`config.mk`:
```
export PLATFORM = sky130hd
export DESIGN_NAME = rrc_ram
export DESIGN_NICKNAME = d
export VERILOG_FILES = /design/src/hw/rtl/rrc_ram.sv
export SDC_FILE = /design/constraint.sdc
export NUM_CORES = 2
export LEC_CHECK = 0
export ABC_AREA = 1
export BUFFER_PORTS_ARGS = -buffer_cell sky130_fd_sc_hd__buf_2
export CAP_MARGIN = 20
export CORE_AREA = 2 2 412 414
export DETAILED_ROUTE_END_ITERATION = 8
export DIE_AREA = 0 0 414 416
export PLACE_DENSITY = 0.71
export SLEW_MARGIN = 10
export SYNTH_ARGS = -nofsm -noshare
export SYNTH_HDL_FRONTEND = slang
export SYNTH_SLANG_ARGS = --single-unit
```
`constraint.sdc`:
```
create_clock -name clk -period 2.2 [get_ports clk]
set_input_delay 0.11 -clock clk [delete_from_list [all_inputs] [get_ports clk]]
set_output_delay 0.11 -clock clk [all_outputs]
set_load 0.02 [all_outputs]
```
`src/hw/rtl/rrc_ram.sv`:
```
// Generic single-port-write, single-port-read RAM with registered read data.
// No dependencies.
`default_nettype none

module rrc_ram #(
  parameter int WIDTH = 8,
  parameter int DEPTH = 256
) (
  input  wire logic                     clk,
  input  wire logic                     we,
  input  wire logic [$clog2(DEPTH)-1:0] waddr,
  input  wire logic [WIDTH-1:0]         wdata,
  input  wire logic                     re,
  input  wire logic [$clog2(DEPTH)-1:0] raddr,
  output      logic [WIDTH-1:0]         rdata
);

  logic [WIDTH-1:0] mem [DEPTH];

  always_ff @(posedge clk) begin
    if (we) begin
      mem[waddr] <= wdata;
    end
    if (re) begin
      rdata <= mem[raddr];
    end
  end

endmodule

`default_nettype wire

```
# ---- After elaboration in Yosys (flattened, before gate mapping)
# Memories as Yosys holds them, arrays and structs flattened. A register that Yosys moved wholly into a read port is not among the register bits.
# Index checks and enable logic that the tools add are counted.
dict set report word_totals {
  ram_bits 2048
  word_cells 3
  register_bits 0
  in_bits 27
  memories 1
}
# name depth width read_ports rd_clocked_by_memory_dff write_ports line_no
set mem_list {}
lappend mem_list {mem 256 8 1 1 1 18} ;# logic [WIDTH-1:0] mem [DEPTH];
dict set report classes {
  n_mux 2
}
# op count
set op_table {}
lappend op_table {{$mux 1} 2}

# ---- Depth between registers and ports, before layout
dict set report depth {
  word_depth 2
  depth_mapped 15
}

# ---- Worst setup path before layout
# No wires, ideal clock.
dict set report synth_path {
  kind {in2reg}
  start {input port we}
  end {memory mem[162][0] (enable)}
  path_slack_ps 599
  arrival_time_ps 1231
  stages 4
  n_path_buf 2
  t_required_ps 1830
  path_cell_list {clkbuf_1 nand3_1 clkbuf_1 nor2_1}
}
dict set report synth_via {
  elab_chain_len 2
}
# element line_no
set synth_rtl {}
lappend synth_rtl {{from (decl)} 10} ;# input wire logic we,
lappend synth_rtl {{$mux 1} 21} ;# if (we) begin
lappend synth_rtl {{$mux 1 (not written as such)} 22} ;# mem[waddr] <= wdata;
lappend synth_rtl {{to (decl)} 18}
# No other way between the ends.

# ---- Worst setup path in the final report
dict set report layout_path {
  start {input port waddr[7]}
  end {memory mem[182][0] (enable)}
}
# element line_no
set layout_lines {}
lappend layout_lines {{from (decl)} 11} ;# input wire logic [$clog2(DEPTH)-1:0] waddr,
# No word-level cell before the write port.

==> impl_metrics.yaml <==
run_status:
  status: "complete, no violations"
timing:
  max-slew-margin-rel_pct: 48.4
  clock.fmax_ghz: 0.464
  setup_viol: 0
  hold_ws_ns: 0.0812
  period_share_pct: 98.0
  clock_skew_ns: 0.0469
  drv_slew: 0
  rsz0062_at_grt: "false"
  min_period_ns: 2.16
  tightest_slew_ns: 0.773
  fin_setup_tns_ns: 0
  timing_hold_violations_final: 0
route:
  wl_mm: 231
  drc: 0
  route.met3.wl_mm: 23.8
  via_per_inst: 5.84
  initialDrtViolationCount: 7502
  top_layer: "met5"
  drt-met1-wl_mm: 86.5
  first_pass_iters: 8
  wire_per_inst_um: 23.3
  antenna_left: 0
  num_vias: 57900
  route.met2.wl_mm: 109
min_path:
  min_path_type: "in -> reg"
  hold_start: "raddr[4]"
  holdPathStages: 8
  whs_endpoint: "rdata[3]"
grt:
  antenna_found_initial: 8
  grt_max_degree: 76
  overflow: 0
  grt_first_pass_wirelength_mm: 345
  grt_pass1_vias: 56000
  gr-usage-all-layers_pct: 26.5
floorplanning:
  core-area_um2: 168000
  num_io_pins: 35
  die_y_um: 416
  die_x_um: 414
  rows: 151
  start_util_pct: 49.6
  die_area_um2: 172000
synth:
  postSynthRegisterBits: 2056
  syn-instance-count: 7003
  syn_area_per_cell_um2: 11.9
  yosys.area.top_type: "edfxtp_1"
  synth.area.top_cells: "edfxtp_1 74%, nand3_1 12%, nand2_1 9.5%"
  synthDominantCellAreaShare_pct: 74.0
  ys_seq_area_share_pct: 74.0
  synth.net_count: 7030
  ys_types: 13
  syn-cell-area_um2: 83500
  yosysWarnings: 0
setup_path:
  cp.required_ns: 2.75
  r2r-start: "mem[1][4]"
  rrSetupSlack_ns: 0.15
  r2r-end: "rdata[4]"
  crit_type: "in -> reg"
  crit_fanout: 5
  r2r_cells: 10
  startpoint: "waddr[7]"
  arrival_ns: 2.71
  end_kind: "flip-flop"
  cp-start-kind: "input port"
power:
  powerDensity_nw_per_um2: 834
  leakage_nw: 35.2
  fin_total_pwr_w: 0.0814
  vdd_drop_max_v: 0.000677
clock_network:
  ctsResizeCount: 0
  cts.path.max_buffers: 3
  numCtsBuffers: 201
  cts_sinks: 2056
  h-tree-depth: 4
  clk_latency_ns: 0.85
  clockRootBuffer: "clkbuf_16"
  cts_tree: "yes"
  path_clk_slew_ns: 0.06
placed_design:
  hpwl_mm: 143
  numPortBuffers: 34
  dp_cells: 9524
  gp_congestion: 0.919
  place_area_um2: 91300
finish:
  fillers: 13000
  fin_cells: 9912
  drive_above_1_share_pct: 13.8
  syn_to_final_growth_pct: 17.0
  design_area_um2: 97600
  nets: 7549
job:
  cap_viol_max_count: 0
-- sequential cells by signal, summed over array words and instances (netlist names) --
register  count
rdata         8
mem        2048
-- power by group --
| group | internal [W] | switching (W) | leakage (nW) | total, W |
|---|---|---|---|---|
| sequential | 0.0432 | 0.0000464 | 18.5 | 0.0432 |
| combinational | 0.00176 | 0.00393 | 13.7 | 0.00569 |
| clock | 0.0179 | 0.0146 | 3.03 | 0.0325 |
-- per-stage QoR --
step                      worst slack, ns  utilization [%]
after floorplan                     0.599                -
after global placement             -0.256             54.3
after detailed placement           -0.257             54.3
after CTS                           0.154             58.1
after global routing               0.0459             58.1
final                              0.0447             58.1
-- repair_timing --
item                      in CTS  in global routing
hold buffers                  13                  0
setup buffers                  0                  0
hold endpoints to repair    1978                  0
-- placed cells by master, fill, tap and decap left out, types with 2 or more instances in the layout --
| cell | synthesis | layout |
|---|---|---|
| inv_8 | 0 | 2 |
| clkbuf_16 | 0 | 201 |
| clkinv_16 | 0 | 3 |
| clkinv_4 | 0 | 2 |
| diode_2 | 0 | 4 |
| inv_6 | 0 | 4 |
| dlygate4sd3_1 | 0 | 13 |
| inv_1 | 36 | 34 |
| nand2_1 | 2123 | 2123 |
| nand3_1 | 2019 | 2019 |
| clkbuf_1 | 112 | 43 |
| buf_12 | 0 | 122 |
| buf_8 | 1 | 11 |
| clkinv_8 | 0 | 6 |
| clkinvlp_4 | 0 | 5 |
| clkinv_2 | 0 | 36 |
| edfxtp_1 | 2056 | 2056 |
| nor2_1 | 283 | 283 |
| inv_16 | 0 | 5 |
| buf_4 | 46 | 631 |
| clkinv_1 | 0 | 58 |
| buf_2 | 268 | 22 |
| bufinv_16 | 0 | 9 |
-- cells in the mapped netlist --
master	instances
nand2_1	2123
edfxtp_1	2056
nand3_1	2019
nor2_1	283
buf_2	268
clkbuf_1	112
buf_4	46
buf_1	40
inv_1	36
buf_6	16
inv_2	2
buf_8	1
inv_4	1
-- worst max-delay path, stage by stage --
cell           delay (ns)
dlygate4sd3_1        0.60
buf_2                0.17
nand2_1              0.11
nor2_1               0.33
nand2_1              0.18
dlygate4sd3_1        0.64
nor2_1               0.33
buf_4                0.23
-- how the worst max path moves through the flow --
stage | to | cells after the start
floorplan | mem[162][0] | 4
global placement | rdata[1] | 15
detailed placement | rdata[5] | 15
CTS | mem[182][0] | 8
global route | mem[182][7] | 8
finish | mem[182][0] | 8
-- final cells by class --
cell class	count	area [um2]	area share (%)
clock buffers	244	5190	5.32
clock inverters	127	1030	1.05
diodes	4	10.0	0.0103
well taps	2218	2780	2.84
inverters	39	180	0.185
flip-flops and latches	2056	61700	63.2
multi-input cells	4425	19100	19.6
repair buffers	799	7580	7.77
-- layer usage --
layer	global-route usage [%]	vias up
met5	0	-
met4	12.4	8
met3	5.20	602
met2	42.7	3306
met1	35.0	28000
li1	-	25900
-- logic make-up (layout without fill, tap and decap cells) --
kind of cell	after synthesis	count (layout)	share of synthesized area (%)
buffers and inverters	522	1209	3.12
flip-flops	2056	2056	74.0
other	0	4	0
AND/OR/NAND/NOR	4425	4425	22.9
Note: power is estimated with default switching activity, not from simulation.
