[src/hw/rtl/rrc_pkg.sv]
// Package for the reference-counted result cache.
// Holds mode and status codes, entry and result types, default parameters.
// No dependencies.
`default_nettype none

package rrc_pkg;

  localparam int NODE_COUNT_DEF  = 256;
  localparam int HANDLE_BITS_DEF = 32;

  localparam int MODE_W   = 3;
  localparam int NODE_W   = 8;
  localparam int VALUE_W  = 32;
  localparam int DESC_W   = 8;
  localparam int REUSE_W  = 16;
  localparam int STATUS_W = 2;

  localparam int S_TDATA_W = 72;
  localparam int M_TDATA_W = 64;

  localparam logic [MODE_W-1:0] MODE_SET   = 3'd0;
  localparam logic [MODE_W-1:0] MODE_PUT   = 3'd1;
  localparam logic [MODE_W-1:0] MODE_GET   = 3'd2;
  localparam logic [MODE_W-1:0] MODE_DEC   = 3'd3;
  localparam logic [MODE_W-1:0] MODE_CLEAR = 3'd4;
  localparam logic [MODE_W-1:0] MODE_QUERY = 3'd5;

  localparam logic [STATUS_W-1:0] ST_OK      = 2'd0;
  localparam logic [STATUS_W-1:0] ST_MISS    = 2'd1;
  localparam logic [STATUS_W-1:0] ST_EXPIRED = 2'd2;

  localparam logic signed [REUSE_W-1:0] REUSE_MAX = 16'sh7FFF;
  localparam logic signed [REUSE_W-1:0] REUSE_MIN = 16'sh8000;

  // per-node static part: kept across clear all
  typedef struct packed {
    logic              present;
    logic [DESC_W-1:0] consumers;
  } node_info_t;

  // per-run part, besides the handle
  typedef struct packed {
    logic               has_data;
    logic [REUSE_W-1:0] reuse;
    logic               filled;
  } run_info_t;

  typedef struct packed {
    logic [STATUS_W-1:0] status;
    logic [VALUE_W-1:0]  data_out;
    logic                data_held;
    logic [REUSE_W-1:0]  reuse_out;
    logic [DESC_W-1:0]   descendants_out;
    logic                cached_in_run;
  } result_t;

  localparam int NODE_INFO_W = $bits(node_info_t);
  localparam int RUN_INFO_W  = $bits(run_info_t);

endpackage

`default_nettype wire

[src/hw/rtl/rrc_update.sv]
// Entry update and result formation for one operation.
// Depends on rrc_pkg.
`default_nettype none

module rrc_update
  import rrc_pkg::*;
#(
  parameter int HANDLE_BITS = HANDLE_BITS_DEF
) (
  input  wire logic [MODE_W-1:0]      mode,
  input  wire logic [VALUE_W-1:0]     data_value,
  input  wire logic                   from_eval,
  input  wire logic [DESC_W-1:0]      descendants,
  input  wire logic [REUSE_W-1:0]     reuse_start,
  input  wire logic                   in_range,
  input  wire node_info_t             rd_node,
  input  wire logic [HANDLE_BITS-1:0] rd_handle,
  input  wire run_info_t              rd_run,
  output      logic                   wr_node_en,
  output      node_info_t             wr_node,
  output      logic                   wr_run_en,
  output      logic [HANDLE_BITS-1:0] wr_handle,
  output      run_info_t              wr_run,
  output      logic                   start_sweep,
  output      result_t                res
);

  logic                      found;
  logic                      found_out;
  logic [STATUS_W-1:0]       status;
  logic [HANDLE_BITS-1:0]    dout;
  logic [HANDLE_BITS-1:0]    value_h;
  logic signed [REUSE_W-1:0] r_cur;
  logic signed [REUSE_W+1:0] put_sum;
  logic signed [REUSE_W-1:0] put_sat;
  logic signed [REUSE_W-1:0] dec_sat;
  logic signed [REUSE_W-1:0] get_dec;

  assign found   = in_range && rd_node.present;
  assign value_h = HANDLE_BITS'(64'(data_value));
  assign r_cur   = $signed(rd_run.reuse);
  assign put_sum = $signed({{2{r_cur[REUSE_W-1]}}, r_cur})
                 + $signed({2'b00, 8'd0, rd_node.consumers})
                 - $signed({{(REUSE_W+1){1'b0}}, from_eval});
  assign put_sat = (put_sum > $signed(18'sd32767))  ? REUSE_MAX :
                   (put_sum < -$signed(18'sd32768)) ? REUSE_MIN :
                   REUSE_W'(put_sum);
  assign dec_sat = (r_cur == REUSE_MIN) ? REUSE_MIN : r_cur - 16'sd1;
  assign get_dec = r_cur - 16'sd1;

  always_comb begin
    wr_node_en  = 1'b0;
    wr_node     = rd_node;
    wr_run_en   = 1'b0;
    wr_handle   = rd_handle;
    wr_run      = rd_run;
    start_sweep = 1'b0;
    found_out   = found;
    status      = found ? ST_OK : ST_MISS;
    dout        = '0;
    unique case (mode)
      MODE_SET: begin
        if (in_range) begin
          wr_node_en        = 1'b1;
          wr_node.present   = 1'b1;
          wr_node.consumers = descendants;
          wr_run_en         = 1'b1;
          if (!found) begin
            wr_handle       = '0;
            wr_run.has_data = 1'b0;
            wr_run.filled   = 1'b0;
          end
          wr_run.reuse = reuse_start;
          found_out    = 1'b1;
          status       = ST_OK;
        end
      end
      MODE_PUT: begin
        if (found && (!from_eval || rd_node.consumers > 8'd1)) begin
          wr_run_en       = 1'b1;
          wr_handle       = value_h;
          wr_run.has_data = 1'b1;
          wr_run.reuse    = put_sat;
          wr_run.filled   = 1'b1;
        end
      end
      MODE_GET: begin
        if (found) begin
          if (r_cur > 16'sd0) begin
            dout         = rd_run.has_data ? rd_handle : '0;
            wr_run_en    = 1'b1;
            wr_run.reuse = get_dec;
            if (get_dec == 16'sd0) begin
              wr_run.has_data = 1'b0;
              wr_handle       = '0;
            end
          end else begin
            status = rd_run.filled ? ST_EXPIRED : ST_MISS;
          end
        end
      end
      MODE_DEC: begin
        if (found) begin
          wr_run_en    = 1'b1;
          wr_run.reuse = dec_sat;
          if (dec_sat == 16'sd0) begin
            wr_run.has_data = 1'b0;
            wr_handle       = '0;
          end
        end
      end
      MODE_CLEAR: begin
        start_sweep = 1'b1;
        status      = ST_OK;
        wr_run      = '0;
        wr_handle   = '0;
      end
      MODE_QUERY: begin
        if (found) begin
          dout = rd_run.has_data ? rd_handle : '0;
        end
      end
      default: begin
        status = ST_MISS;
      end
    endcase
  end

  always_comb begin
    res.status   = status;
    res.data_out = VALUE_W'(64'(dout));
    if (found_out) begin
      res.data_held       = wr_run.has_data;
      res.reuse_out       = wr_run.reuse;
      res.descendants_out = wr_node.consumers;
      res.cached_in_run   = wr_run.filled;
    end else begin
      res.data_held       = 1'b0;
      res.reuse_out       = '0;
      res.descendants_out = '0;
      res.cached_in_run   = 1'b0;
    end
  end

endmodule

`default_nettype wire

[config.mk]
export PLATFORM = sky130hd
export DESIGN_NAME = rrc_update
export DESIGN_NICKNAME = d
export VERILOG_FILES = /design/src/hw/rtl/rrc_pkg.sv /design/src/hw/rtl/rrc_update.sv
export SDC_FILE = /design/constraint.sdc
export NUM_CORES = 1
export LEC_CHECK = 0
export BUFFER_PORTS_ARGS = -buffer_cell sky130_fd_sc_hd__buf_4
export CORE_MARGIN = 2
export CORE_UTILIZATION = 45
export DETAILED_ROUTE_END_ITERATION = 16
export PLACE_DENSITY = 0.91
export RECOVER_POWER = 25
export SLEW_MARGIN = 20
export SYNTH_ARGS = -nofsm -noshare
export SYNTH_HDL_FRONTEND = slang
export SYNTH_SLANG_ARGS = --single-unit
[constraint.sdc]
create_clock -name vclk -period 9.4
set_input_delay 1.41 -clock vclk [all_inputs]
set_output_delay 1.41 -clock vclk [all_outputs]
set_load 0.005 [all_outputs]
==> Word-level counts from Yosys, hierarchy flattened <==
Cells that the tools add are included.
{ "totals": {"regBits": 0, "inputBits": 120, "out_inout_bits": 122, "elab_cells": 68} }
{ "op_classes": {"n_addsub": 3, "n_lt_le_gt_ge": 4, "n_eq_ne": 6, "muxes": 47, "n_reduce_logical": 8} }
{ "op_table": {"columns": ["operator", "count"], "rows": [
  ["$mux 32", 12],
  ["$pmux 32 s5", 1],
  ["$pmux 17 s5", 1],
  ["$pmux 32 s2", 1],
  ["$mux 17", 3],
  ["$mux 16", 3],
  ["$mux 18", 2],
  ["$logic_not 16->1", 2],
  ["$mux 26", 1],
  ["$gt 18x16->1 const B", 1],
  ["$lt 18x16->1 const B", 1],
  ["$mux 9", 2],
  ["$sub 17x2->18", 1],
  ["$add 16x9->17", 1],
  ["$eq 16x16->1 const B", 1],
  ["$gt 16x1->1 const B", 1],
  ["$sub 16x2->16 const B", 1],
  ["$mux 1", 15],
  ["$gt 8x1->1 const B", 1],
  ["$pmux 2 s4", 1],
  ["$eq 3x2->1 const B", 2],
  ["$eq 3x3->1 const B", 2],
  ["$mux 2", 3],
  ["$pmux 1 s4", 1],
  ["7 further kinds", 8]
]} }

==> Depth between registers and ports, before layout <==
{ "logic_depth": {"ltp_word": 8, "mapped_depth": 15, "depth_no_buf": 14} }

==> Worst setup path before layout <==
No wires, ideal clock.
{ "synth_path": {"path_kind": "input-to-output", "startpoint": "input rd_run[3] in the netlist's numbering", "endpoint": "output res[23] in the netlist's numbering", "t_arrival_ps": 4127, "required_time_ps": 7990, "path_slack_ps": 3863, "stages": 13, "path_buffers": 1, "cell_sequence": "buf_4 -> inv_1 -> ha_1 -> inv_1 -> ha_1 -> nor2b_1 -> o31a_1 -> a21o_1 -> a211o_1 -> maj3_1 -> a211oi_1 -> nor3_1 -> nor3_1"} }
{ "synth_rtl": {"columns": ["item", "line_no", "source"], "rows": [
  ["start: declaration", "rrc_update.sv:18", "input wire run_info_t rd_run,"],
  ["end: declaration", "rrc_update.sv:25", "output result_t res"]
]} }

==> summary.json <==
{
  "seq_cell_count": {"value": 0},
  "ys_warns": {"value": 0},
  "dr.pass1.iters": {"value": 8},
  "core-area": {"value": 9730, "unit": "sq um"},
  "postSynthAreaPerCell": {"value": 6.58, "unit": "sq um"},
  "synth_fp_nets": {"value": 841},
  "power.density": {"value": 60.5, "unit": "nW/um^2"},
  "synth_simple_gate_area_share": {"value": 30.6, "unit": "%"},
  "gp_congestion": {"value": 1.11},
  "post_synth_fa_ha_maj_area_fraction": {"value": 11.4, "unit": "%"},
  "yosysUniqueCellTypes": {"value": 86},
  "grt_antenna_before_repair": {"value": 1},
  "min_period_over_period": {"value": 75.7, "unit": "%"},
  "hpwl": {"value": 16400, "unit": "um"},
  "grt_setup_unrepaired": {"value": "false"},
  "wirelength": {"value": 20400, "unit": "um"},
  "postLayoutSetupSlackWorst": {"value": 2.28, "unit": "ns"},
  "detailedPlace.worstSlack": {"value": 3.07, "unit": "ns"},
  "grt_max_degree": {"value": 41},
  "max_slew.worst_pin.slew": {"value": 1.55, "unit": "ns"},
  "finalCriticalPeriod": {"value": 7.12, "unit": "ns"},
  "area.growth.synth_to_final": {"value": 37.8, "unit": "%"},
  "netlist.top_cell.by_area": {"value": "ha_1"},
  "finalMaxSlewViolations": {"value": 41},
  "vias_in_the_first_global_route": {"value": 5762},
  "antennaDiodeCount": {"value": 0},
  "ratio_of_cells_with_drive_above_1_in_the_final_layout": {"value": 31.1, "unit": "%"},
  "criticalPathCategory": {"value": "in2out"},
  "critical_path_peak_fanout": {"value": 40},
  "std_cell_rows": {"value": 36},
  "final_util": {"value": 63.7, "unit": "%"},
  "route.antenna.remaining_nets": {"value": 0},
  "place.port_buffers": {"value": 242},
  "synth_compound_area_share": {"value": 42.8, "unit": "%"},
  "io_pins": {"value": 242},
  "summed_instance_area_of_the_synthesized_netlist": {"value": 4500, "unit": "sq um"},
  "grtUsageTotal": {"value": 34.9, "unit": "%"},
  "fp.dieW": {"value": 104, "unit": "um"},
  "final.setup.tns": {"value": 0, "unit": "ns"},
  "number_of_maximum_capacitance_constraint_violations": {"value": 1},
  "floorplan.initialDensity": {"value": 46.2, "unit": "%"},
  "worst-endpoint-arrival": {"value": 5.71, "unit": "ns"},
  "num-nets-final": {"value": 1042},
  "finalHoldViolations": {"value": 0},
  "post_cts_resized": {"value": 0},
  "fmaxAchievable": {"value": 140, "unit": "MHz"},
  "syn_inst": {"value": 683},
  "quantity_of_hold_fixing_buffers_added_after_cts": {"value": 0},
  "crit_path_end_kind": {"value": "output pin"},
  "n_clock_buffer": {"value": 0},
  "worst_setup_path_start_kind": {"value": "primary input"},
  "congestion_overflow_gr": {"value": 0},
  "class_of_the_tightest_hold_or_removal_check": {"value": "in2out"},
  "yosys-mux-area-fraction": {"value": 0.918, "unit": "%"},
  "worst-endpoint-required": {"value": 7.99, "unit": "ns"},
  "ys_top_cells_by_area": {"value": "ha_1, a22o_1, a21oi_1"},
  "violations": {"value": "capacitance limit, slew limit"},
  "die_h": {"value": 104, "unit": "um"},
  "sequential_area": {"value": 0, "unit": "sq um"},
  "remaining_drc_errors": {"value": 0},
  "die_area": {"value": 10800, "unit": "sq um"},
  "routed_via_density": {"value": 6.37},
  "yosysTopAreaCellShare": {"value": 10.3, "unit": "%"},
  "wire_per_inst": {"value": 20.1, "unit": "um"},
  "post_cts.repair.setup_buffers": {"value": 0},
  "p_leak": {"value": 2.96, "unit": "nW"},
  "drt_first_iter_violations": {"value": 890},
  "result_of_the_run": {"value": "complete, but fails checks"},
  "post_synth_xor_xnor_area": {"value": 3.31, "unit": "%"},
  "dominant_combinational_cell_family_by_area_after_synthesis": {"value": "compound AO/OA/AOI/OAI gates"},
  "setup_viol": {"value": 0},
  "irDropWorstVdd": {"value": 0.0369, "unit": "mV"},
  "grt_first_pass_wirelength": {"value": 31300, "unit": "um"},
  "seq_area_frac_synth": {"value": 0, "unit": "%"},
  "vias": {"value": 6465},
  "worst_slew_margin_rel": {"value": -3.10, "unit": "%"}
}
[cell type report]
class	instances	area (sq um)
Fill cell	923	3540
Inverter	51	191
Tap cell	133	166
Multi-Input combinational cell	584	3990
Timing Repair Buffer	247	1850
[kinds of logic (layout without fill, tap and decap cells)]
group                    after synthesis  after routing
AO/OA/AOI/OAI                        270            270
adder cells (fa/ha/maj)               41             41
multiplexers                           4              4
AND/OR/NAND/NOR                      252            252
XOR/XNOR                              17             17
buffers and inverters                 99            298
[metal layers]
metal  GRT usage [%]  routed length, um  vias up  share of wire, %
met5               0                  0        -                 0
met4            8.11                599        0               2.9
met3            11.7               2880       70                14
met2            53.1               8880      477                43
met1            47.4               8080     2949                40
li1                -                  -     2969                 -
[worst max-delay path, cell delays in order]
cell and delay, ns:
clkbuf_1 0.31, nand2b_1 0.28, nor3_1 0.97, clkbuf_1 1.20, a221oi_1 0.25, o21ai_1 0.28
and4b_1 0.26, nor4_1 0.53, buf_4 0.21
[cells in the mapped netlist, drive strengths merged (15+ instances only)]
cell and number:
a21oi 52, a22o 34, and2 38, buf 15
clkbuf 32, ha 37, inv 51, nand2 48
nand3 16, nor2 59, nor3 24, o211ai 18
o21a 19, o21ai 52
[through the flow]
stage / hold WS (ns) / power, mW / instances / instance area, sq um
final: 3.11 / 0.375 / 1015 / 6190
after floorplan: 2.92 / 0.217 / 683 / 4500
after detailed placement: 3.10 / 0.361 / 1015 / 6220
after global routing: 3.12 / 0.401 / 1015 / 6190
after CTS: 3.10 / 0.362 / 1015 / 6220
after global placement: 3.10 / 0.356 / 1015 / 6220
[power breakdown]
part	internal, mW	switching, mW	leakage [nW]	total, mW
Clock	0	0	0	0
Sequential	0	0	0	0
Combinational	0.164	0.211	2.96	0.375
Total	0.164	0.211	2.96	0.375
[cells in the final DEF (no fill, tap or decap), types with 15 or more instances in the layout]
cell / instances
nor3_1: 22
nor2_1: 57
nand2_1: 48
a21oi_1: 52
inv_1: 51
buf_4: 233
a22o_1: 32
ha_1: 37
and2_1: 32
o21ai_0: 48
nand3_1: 15
o21a_1: 19
o211ai_1: 18
[path summary, 6_finish.rpt]
check | startpoint | slack [ns] | cells past startpoint | end
setup / recovery | mode[1] | 2.28 | 9 | res[17]
hold / removal | data_value[1] | 3.11 | 3 | wr_handle[1]
Note: power is estimated with default switching activity, not from simulation.
